===== config.mk =====
export PLATFORM = sky130hd
export DESIGN_NAME = rgb_linear_fade_engine
export DESIGN_NICKNAME = d
export VERILOG_FILES = /design/src/hdl/rlf_pkg.sv /design/src/hdl/rlf_lane.sv /design/src/hdl/rgb_linear_fade_engine.sv
export SDC_FILE = /design/constraint.sdc
export NUM_CORES = 1
export LEC_CHECK = 0
export BUFFER_PORTS_ARGS = -buffer_cell sky130_fd_sc_hd__buf_2
export CAP_MARGIN = 20
export CORE_MARGIN = 1
export CORE_UTILIZATION = 46
export CTS_CLUSTER_DIAMETER = 200
export DETAILED_ROUTE_END_ITERATION = 10
export GPL_ROUTABILITY_DRIVEN = 0
export PLACE_DENSITY = 0.66
export SLEW_MARGIN = 25
export SYNTH_ARGS = -nofsm -noshare
export SYNTH_HDL_FRONTEND = slang
export SYNTH_HIERARCHICAL = 1
export SYNTH_SLANG_ARGS = --single-unit

===== constraint.sdc =====
create_clock -name clk -period 3.15 [get_ports clk]
set_clock_uncertainty 0.1 [all_clocks]
set_input_delay 0.1575 -clock clk [delete_from_list [all_inputs] [get_ports clk]]
set_output_delay 0.1575 -clock clk [all_outputs]
set_load 0.1 [all_outputs]

===== src/hdl/rlf_pkg.sv =====
// Types and constants of the RGB linear fade engine.
`timescale 1ns / 1ps

package rlf_pkg;

  localparam int CHAN_W = 8;
  localparam int STEP_W = 8;
  localparam int NUM_CHAN = 3;

  localparam logic [STEP_W-1:0] FADE_STEPS_RESET = 8'd100;

  localparam logic [1:0] MODE_TICK = 2'd0;
  localparam logic [1:0] MODE_FORCE = 2'd1;
  localparam logic [1:0] MODE_COND = 2'd2;

  typedef struct packed {
    logic [1:0]        mode;
    logic [CHAN_W-1:0] red_in;
    logic [CHAN_W-1:0] green_in;
    logic [CHAN_W-1:0] blue_in;
  } in_word_t;

  typedef struct packed {
    logic [CHAN_W-1:0] red_duty;
    logic [CHAN_W-1:0] green_duty;
    logic [CHAN_W-1:0] blue_duty;
    logic              fade_done;
  } out_word_t;

  typedef struct packed {
    logic load;
    logic mul;
    logic div;
  } lane_ctl_t;

endpackage


===== src/hdl/rlf_lane.sv =====
// One color lane: bit-serial weighted sum followed by bit-serial restoring divide.
`timescale 1ns / 1ps

module rlf_lane (
  input  logic                        clk,
  input  rlf_pkg::lane_ctl_t          ctl,
  input  logic [rlf_pkg::CHAN_W-1:0]  start_lvl,
  input  logic [rlf_pkg::CHAN_W-1:0]  target_lvl,
  input  logic [rlf_pkg::STEP_W-1:0]  wgt_start,
  input  logic [rlf_pkg::STEP_W-1:0]  wgt_target,
  input  logic [rlf_pkg::STEP_W-1:0]  divisor,
  output logic [rlf_pkg::CHAN_W-1:0]  quot
);

  localparam int CW = rlf_pkg::CHAN_W;
  localparam int SW = rlf_pkg::STEP_W;
  localparam int AW = CW + SW;

  logic [AW-1:0] acc_r, acc_nxt;
  logic [SW-1:0] wa_r, wb_r;
  logic [AW-1:0] mul_sum;
  logic [SW:0]   trial;
  logic [SW:0]   rem;
  logic          ge;

  // MSB-first shift-and-add over the weight bits
  always_comb begin
    mul_sum = {acc_r[AW-2:0], 1'b0}
            + (wa_r[SW-1] ? {{SW{1'b0}}, start_lvl} : '0)
            + (wb_r[SW-1] ? {{SW{1'b0}}, target_lvl} : '0);
  end

  // upper half holds the partial remainder, already below the divisor
  always_comb begin
    trial = {acc_r[AW-1:CW], acc_r[CW-1]};
    ge    = (trial >= {1'b0, divisor});
    rem   = ge ? (trial - {1'b0, divisor}) : trial;
  end

  always_comb begin
    acc_nxt = acc_r;
    if (ctl.load) begin
      acc_nxt = '0;
    end else if (ctl.mul) begin
      acc_nxt = mul_sum;
    end else if (ctl.div) begin
      acc_nxt = {rem[SW-1:0], acc_r[CW-2:0], ge};
    end
  end

  always_ff @(posedge clk) begin
    acc_r <= acc_nxt;
    if (ctl.load) begin
      wa_r <= wgt_start;
      wb_r <= wgt_target;
    end else if (ctl.mul) begin
      wa_r <= {wa_r[SW-2:0], 1'b0};
      wb_r <= {wb_r[SW-2:0], 1'b0};
    end
  end

  assign quot = acc_r[CW-1:0];

endmodule


===== src/hdl/rgb_linear_fade_engine.sv =====
// Top level of the RGB linear fade engine: fade state, sequencer and result register.
`timescale 1ns / 1ps

// Usage:
//   in_valid/in_ready carry one in_data word: a tick, a forced set-target or a
//   conditional set-target. Set words never make the engine busy and give no result.
//   A tick while a fade runs gives one out_data word on out_valid/out_ready with
//   the three interpolated duties and fade_done on the last step of the fade.
//   A tick while idle, and mode three, are dropped without a result.
//   cfg_we/cfg_wdata write the fade length used by the next set-target word.
// Sequence:
//   A tick loads the lanes at its accepting edge, then runs a bit-serial
//   multiply, a bit-serial divide and a final state that stores the result
//   and raises out_valid. The three channels run in parallel lanes. in_ready
//   is low while a tick is being worked, so the next word waits until the
//   result is stored.
// Reset (rst_n, synchronous): idle, no fade, start color black, fade length 100.
// Stall: a finished result waits in the output register; the engine takes the
//   next word meanwhile, and a following tick holds in its last cycle until the
//   output register is free.
module rgb_linear_fade_engine (
  input  logic                             clk,
  input  logic                             rst_n,
  input  logic                             in_valid,
  output logic                             in_ready,
  input  rlf_pkg::in_word_t                in_data,
  output logic                             out_valid,
  input  logic                             out_ready,
  output rlf_pkg::out_word_t               out_data,
  input  logic                             cfg_we,
  input  logic [rlf_pkg::STEP_W-1:0]       cfg_wdata
);

  localparam int CW = rlf_pkg::CHAN_W;
  localparam int SW = rlf_pkg::STEP_W;
  localparam int NC = rlf_pkg::NUM_CHAN;

  localparam logic [1:0] ST_IDLE = 2'd0;
  localparam logic [1:0] ST_MUL  = 2'd1;
  localparam logic [1:0] ST_DIV  = 2'd2;
  localparam logic [1:0] ST_FIN  = 2'd3;

  logic [1:0]             state_r, state_nxt;
  logic [2:0]             cnt_r, cnt_nxt;
  logic [SW-1:0]          fade_steps_r;
  logic [NC-1:0][CW-1:0]  start_r;
  logic [NC-1:0][CW-1:0]  target_r;
  logic                   fading_r;
  logic [SW-1:0]          step_r;
  logic [SW-1:0]          len_r;
  logic                   last_r;
  logic                   out_valid_r;
  rlf_pkg::out_word_t     out_data_r;

  logic [NC-1:0][CW-1:0]  in_col;
  logic [NC-1:0][CW-1:0]  quot;
  logic                   accept;
  logic                   tick_go;
  logic                   set_go;
  logic                   fin_go;
  logic                   differs;
  rlf_pkg::lane_ctl_t     ctl;

  assign in_col  = {in_data.blue_in, in_data.green_in, in_data.red_in};
  assign in_ready = (state_r == ST_IDLE);
  assign accept  = in_valid && in_ready;
  assign differs = (in_col != start_r);
  assign tick_go = accept && (in_data.mode == rlf_pkg::MODE_TICK) && fading_r;
  assign set_go  = accept && ((in_data.mode == rlf_pkg::MODE_FORCE) ||
                   ((in_data.mode == rlf_pkg::MODE_COND) && !fading_r && differs));
  assign fin_go  = (state_r == ST_FIN) && (!out_valid_r || out_ready);

  assign ctl.load = tick_go;
  assign ctl.mul  = (state_r == ST_MUL);
  assign ctl.div  = (state_r == ST_DIV);

  for (genvar c = 0; c < NC; c++) begin : g_lane
    rlf_lane u_lane (
      .clk        (clk),
      .ctl        (ctl),
      .start_lvl  (start_r[c]),
      .target_lvl (target_r[c]),
      .wgt_start  (len_r - step_r),
      .wgt_target (step_r),
      .divisor    (len_r),
      .quot       (quot[c])
    );
  end

  always_comb begin
    state_nxt = state_r;
    cnt_nxt   = cnt_r;
    unique case (state_r)
      ST_IDLE: begin
        if (tick_go) begin
          state_nxt = ST_MUL;
          cnt_nxt   = '0;
        end
      end
      ST_MUL: begin
        cnt_nxt = cnt_r + 3'd1;
        if (cnt_r == 3'(SW - 1)) begin
          state_nxt = ST_DIV;
        end
      end
      ST_DIV: begin
        cnt_nxt = cnt_r + 3'd1;
        if (cnt_r == 3'(CW - 1)) begin
          state_nxt = ST_FIN;
        end
      end
      ST_FIN: begin
        if (fin_go) begin
          state_nxt = ST_IDLE;
        end
      end
      default: begin
        state_nxt = ST_IDLE;
      end
    endcase
  end

  always_ff @(posedge clk) begin
    if (!rst_n) begin
      state_r      <= ST_IDLE;
      cnt_r        <= '0;
      fade_steps_r <= rlf_pkg::FADE_STEPS_RESET;
      start_r      <= '0;
      fading_r     <= 1'b0;
      step_r       <= '0;
      len_r        <= rlf_pkg::FADE_STEPS_RESET;
      out_valid_r  <= 1'b0;
    end else begin
      state_r <= state_nxt;
      cnt_r   <= cnt_nxt;
      if (cfg_we) begin
        fade_steps_r <= cfg_wdata;
      end
      if (set_go) begin
        fading_r <= 1'b1;
        step_r   <= '0;
        len_r    <= (fade_steps_r == '0) ? SW'(1) : fade_steps_r;
      end
      if (fin_go) begin
        if (last_r) begin
          fading_r <= 1'b0;
          start_r  <= target_r;
        end else begin
          step_r <= step_r + SW'(1);
        end
      end
      priority if (fin_go) begin
        out_valid_r <= 1'b1;
      end else if (out_ready) begin
        out_valid_r <= 1'b0;
      end else begin
        out_valid_r <= out_valid_r;
      end
    end
  end

  // payload registers
  always_ff @(posedge clk) begin
    if (set_go) begin
      target_r <= in_col;
    end
    if (tick_go) begin
      last_r <= (step_r == len_r);
    end
    if (fin_go) begin
      out_data_r.red_duty   <= quot[0];
      out_data_r.green_duty <= quot[1];
      out_data_r.blue_duty  <= quot[2];
      out_data_r.fade_done  <= last_r;
    end
  end

  assign out_valid = out_valid_r;
  assign out_data  = out_data_r;

endmodule


Word level (Yosys, flattened, before mapping)
Index checks and enable logic that the tools add are counted.
Storage, ports and cells
  register bits: 201
  logic and storage cells: 119
  input bits: 39
Cells by class
  $lt $le $gt $ge: 3
  mux-type cells: 43
  add/sub/neg operators: 12
  reduce and logical (&&, ||, !) cells: 22
  eq/ne operators: 12
Operator list (count)
  two-way mux 8 bit: 25
  adder 16 bit: 6
  two-way mux 16 bit: 6
  subtractor 8 bit: 4
  greater-or-equal comparator 9 x 8 -> 1 bit: 3
  inequality test 24 bit: 1
  adder 8 x 1 -> 8 bit, second input constant: 1
  equality test 8 bit: 1
  logical NOT 8 bit: 1
  two-way mux 2 bit: 4
  one-hot mux 2 bit (4 select lines): 1
  nonzero test 2 bit: 4
  logical AND 1 bit: 7
  equality test 2 bit, second input constant: 3
  inequality test 2 x 1 -> 1 bit, second input constant: 3
  one-hot mux 3 bit (2 select lines): 1
  two-way mux 1 bit: 5
  equality test 2 x 1 -> 1 bit, second input constant: 2
  logical NOT 2 bit: 2
  AND reduction 2 bit: 2
  AND reduction 4 bit: 1
  adder 3 x 1 -> 3 bit, second input constant: 1
  equality test 3 bit, second input constant: 1
  two-way mux 3 bit: 1
  other kinds (4): 6

Logic depth before layout (Yosys ltp)
  word-level depth: 8
  gate-level depth with buffers: 11

Hierarchy
Netlist, hierarchy kept.
Modules (own cells, without submodules)
  rgb_linear_fade_engine: cells each 385, area an instance 4310.4 sq um, instances 1
  rlf_lane (g_lane[2].u_lane): cells each 279, area an instance 2685.1 sq um, instances 1
  rlf_lane (g_lane[1].u_lane): cells each 282, area an instance 2682.6 sq um, instances 1
  rlf_lane (g_lane[0].u_lane): cells each 270, area an instance 2655.0 sq um, instances 1

Worst setup path after synthesis
OpenSTA, ideal clock, no wires.
  kind: reg2reg
  from: register state_r[0]
  to: register g_lane[1].u_lane.wa_r[1], data pin
  buffers on the path: 2
  required time: 2790 ps
  setup slack: -469 ps
  cell stages (with the launch flop): 9
  period minus slack after synthesis: 3619 ps
  arrival time: 3259 ps
  cell sequence: dfxtp_1 -> inv_1 -> ha_1 -> nand2_2 -> or4b_4 -> inv_1 -> clkbuf_1 -> buf_1 -> mux2_2
RTL lines
  start: declaration: RTL line rgb_linear_fade_engine.sv:43  | logic [1:0] state_r, state_nxt;
  start signal: assignment: RTL line rgb_linear_fade_engine.sv:134  | state_r <= state_nxt;
  end signal: assignment: RTL line rlf_lane.sv:54  | wa_r <= wgt_start;
  end signal: assignment: RTL line rlf_lane.sv:57  | wa_r <= {wa_r[SW-2:0], 1'b0};
  end: declaration: RTL line rlf_lane.sv:20  | logic [SW-1:0] wa_r, wb_r;

Worst setup path after layout
  from: register target_r[17] (netlist name)
  to: register g_lane[2].u_lane.acc_r[9]
On the way
  cells in the longest elaborated chain, start to end: 3
RTL lines
  start: declaration: RTL line rgb_linear_fade_engine.sv:47  | logic [NC-1:0][CW-1:0] target_r;
  start signal: assignment: RTL line rgb_linear_fade_engine.sv:165  | target_r <= in_col;
  two-way mux 8 bit: RTL line rlf_lane.sv:30  | + (wb_r[SW-1] ? {{SW{1'b0}}, target_lvl} : '0);
  adder 16 bit: RTL line rlf_lane.sv:30
  two-way mux 16 bit: RTL line rlf_lane.sv:44  | end else if (ctl.mul) begin
  end signal: assignment: RTL line rlf_lane.sv:52  | acc_r <= acc_nxt;
  end: declaration: RTL line rlf_lane.sv:19  | logic [AW-1:0] acc_r, acc_nxt;
Every way passes these cells.
A chain may end at the register's enable or synchronous reset.

==> summary.md <==
| Metric | Value |
|---|---|
| Synth warn | `6` |
| Syn Nets | `1348` |
| CTS buffer count | `23` |
| Vias in the first global route | `8959` |
| CTS tree | `yes` |
| Hold_ws | `between 0.05 and 0.06 ns` |
| Failing checks | `DRC` |
| Mapped Area | `12300 um^2` |
| R2R depth | `11` |
| ANT cells | `0` |
| First-pass GRT wire length | `47100 um` |
| Cell area power density | `849 nW/um^2` |
| Buf+Inv Stages, Crit Path | `1` |
| Reg clk slew, reported paths | `0.06 ns` |
| Setup violators final | `0` |
| Crit-path cells | `and2_4 > fa_1 > ha_2 > inv_2 > fa_2 > nor2b_4 > o2111ai_4 > a311oi_4 > o21ai_1 > and3_1 > a211oi_2` |
| Fin nets | `1462` |
| DRT Pass-1 Iters | `11` |
| Leak | `5.50 nW` |
| Place WS | `0.0444 ns` |
| Maximum vdd drop | `454 uV` |
| Hold Path Origin | `in_data[25]` |
| RSZ-0062 raised after global routing | `true` |
| Final Cycle Share | `a little over nine tenths` |
| Core area | `about 26000 um^2` |
| Drt wl/cell | `about 18 um` |
| Yosys reg bits | `201` |
| Unique masters post-synth | `between 80 and 90` |
| Highest clock rate | `0.323 GHz` |
| Final WS setup | `0.0570 ns` |
| Pin count of the biggest net entering global routing | `38` |
| Share of layout cells above drive strength 1 | `18.5%` |
| Worst hold endpoint | `target_r[2]` |
| Critical path's largest stage delay | `0.50 ns` |
| Actual slew at the worst max-slew pin | `0.746 ns` |
| Die Y | `around 170 um` |
| Post-route core utilization | `55.0%` |
| CP max FO | `4` |
| Max-slew violation count | `0` |
| Final Hold Fails | `0` |
| CP endpoint kind | `flip-flop` |
| Mapped Cells | `1216` |
| Vias per Instance | `5.56` |
| Hpwl dp | `20900 um` |
| TritonCTS Sinks | `201` |
| Starting Density | `47.1%` |
| Worst-Skew Late Latency | `0.52 ns` |
| Setup Crit Path Kind | `reg2reg` |
| Top_reg_cell synth | `dfxtp_1` |
| Gr ovfl total | `0` |
| Avg Inst Size Synth | `around 10 um^2` |
| CP delay by family, top | `adder cells` |
| Sequential cell area fraction in the yosys report | `40.6%` |
| Startpoint types | `flip-flop` |
| Fillcell total | `2252` |
| Crit path DAT | `3.42 ns` |
| CP max stage cell | `fa_1` |
| Final min period | `3.09 ns` |
| Die Width | `166 um` |
| Hold depth | `3` |
| Fraction of registers with async set/reset | `0%` |
| Row cnt | `59` |
| RR Endpoint | `g_lane[2].u_lane/acc_r[9]` |
| Starting DRT DRC Count | `688` |
| Post-synth EDFFs | `98` |
| CTS H-tree lvls | `1` |
| Worst EP required | `3.48 ns` |
| Outcome | `finished, violations left` |
| Total power | `between 0.01 and 0.015 W` |
| DRC | `5` |
| Syn-to-layout area delta | `16.8%` |
| Max cap viols | `0` |
| Reg2reg setup slack | `0.06 ns` |
| # port buffers | `65` |
| R2R Path Start | `target_r[17]` |
| Initial antenna violation count | `0` |
| Root buf cell | `clkbuf_16` |
| Clk buf depth | `3` |
| DRT Wirelength | `slightly below 30000 um` |
| Routed vias | `9359` |
| Overall Global Routing Usage | `a little over a fifth` |
| Post-DRT Antenna Nets | `0` |
| Worst slew margin | `50.2%` |
| Setup tns final | `0 ns` |
| Die area | `~27000 um^2` |
| Worst hold path type | `in2reg` |
| # IOs | `66` |
[metal layers]
metal	vias up	wire [um]	part of all wire [%]	track usage (%)
met3	58	1570	5.3	3.34
met5	-	0	0	0
li1	4560	-	-	-
met2	227	13700	46	34.6
met4	0	805	2.7	6.42
met1	4514	13700	46	29.4
[stage by stage]
step	instance area [um^2]	cells
final	14400	1682
after detailed placement	13100	1587
after CTS	14200	1674
after global placement	13100	1587
after floorplan	12300	1216
after global routing	14400	1682
[worst max path at each step]
| stage | start | end | slack (ns) | cells past startpoint |
|---|---|---|---|---|
| global placement | g_lane[1].u_lane/wb_r[7] | g_lane[1].u_lane/acc_r[13] | 0.09 | 11 |
| floorplan | state_r[0] | g_lane[1].u_lane/wa_r[1] | 0.08 | 8 |
| CTS | g_lane[1].u_lane/wb_r[7] | g_lane[1].u_lane/acc_r[13] | 0.04 | 11 |
| detailed placement | g_lane[1].u_lane/wb_r[7] | g_lane[1].u_lane/acc_r[13] | 0.04 | 11 |
| global route | g_lane[1].u_lane/wb_r[7] | g_lane[1].u_lane/acc_r[11] | -0.05 | 11 |
| finish | target_r[17] | g_lane[2].u_lane/acc_r[9] | 0.06 | 11 |
[layout by cell type, fill, tap and decap left out, drive strengths merged, types with 29 or more instances in the layout]
master and n:
o21ai 29, and2 61, mux2i 33, ha 65, clkbuf 32, dfxtp 103, buf 108, a21oi 75
inv 75, edfxtp 98, xnor2 57, dlygate4sd3 45, mux2 44, nand2 97, nor2 75, a211oi 47
[timing repair]
action	4_1_cts	5_1_grt
setup buffers	0	8
resized for setup	0	20
hold buffers	45	0
endpoints found under the hold margin	40	0
endpoints found under the setup margin	0	11
[report_power, final]
group | leakage [nW] | total [W] | internal (W) | switching [W]
logic | 3.40 | 0.00551 | 0.00244 | 0.00306
clock network | 0.352 | 0.00262 | 0.00156 | 0.00106
registers | 1.75 | 0.00411 | 0.00350 | 0.000608
total | 5.50 | 0.0122 | 0.00750 | 0.00473
[registers in the layout, indices dropped and copies added (netlist names)]
register             cells
out_data                25
g_lane.u_lane/wb_r      24
cnt_r                    3
fade_steps_r             8
len_r                    8
start_r                 24
state_r                  2
target_r                24
last_r                   1
g_lane.u_lane/acc_r     48
g_lane.u_lane/wa_r      24
step_r                   8
out_valid                1
fading_r                 1
[cell type report]
cell class	count	area [um^2]	area share, %
clock inverter	10	105	0.729
sequential	201	5000	34.7
multi-input combinational	875	6820	47.3
inverter	76	287	1.99
timing repair buffer	153	1150	7.97
tap	335	419	2.91
clock buffer	32	629	4.37
[Yosys cell counts (all sizes together) (29+ instances only)]
cell type | count | share of area, %
dfxtp | 103 | 17
buf | 36 | 2.0
mux2i | 33 | 2.7
and2 | 61 | 3.2
inv | 75 | 2.3
xnor2 | 57 | 4.0
nor2 | 75 | 2.4
nand2 | 97 | 3.0
a211oi | 47 | 3.1
o21ai | 29 | 1.3
ha | 65 | 6.6
edfxtp | 98 | 24
a21oi | 75 | 3.1
mux2 | 44 | 4.1
[logic make-up (layout without fill, tap and decap cells)]
| logic type | count (synthesis) | after routing | synth area share (%) |
|---|---|---|---|
| buffers and inverters | 140 | 271 | 5.13 |
| muxes | 77 | 77 | 6.76 |
| DFF | 201 | 201 | 40.6 |
| and+or+nand+nor | 388 | 388 | 16.6 |
| xor gates and xnor gates | 75 | 75 | 5.33 |
| AOI/OAI and AO/OA | 242 | 242 | 14.5 |
| adders and majority gates | 93 | 93 | 11.1 |
[worst reg2reg max path, cell delays in order, from the launching register on]
cell	delay, ns
edfxtp_1	0.40
and2_4	0.18
fa_1	0.51
ha_2	0.20
inv_2	0.05
fa_2	0.39
nor2b_4	0.15
o2111ai_4	0.16
a311oi_4	0.42
o21ai_1	0.09
and3_1	0.19
a211oi_2	0.18
No activity file was read; power rests on OpenSTA's default activity.
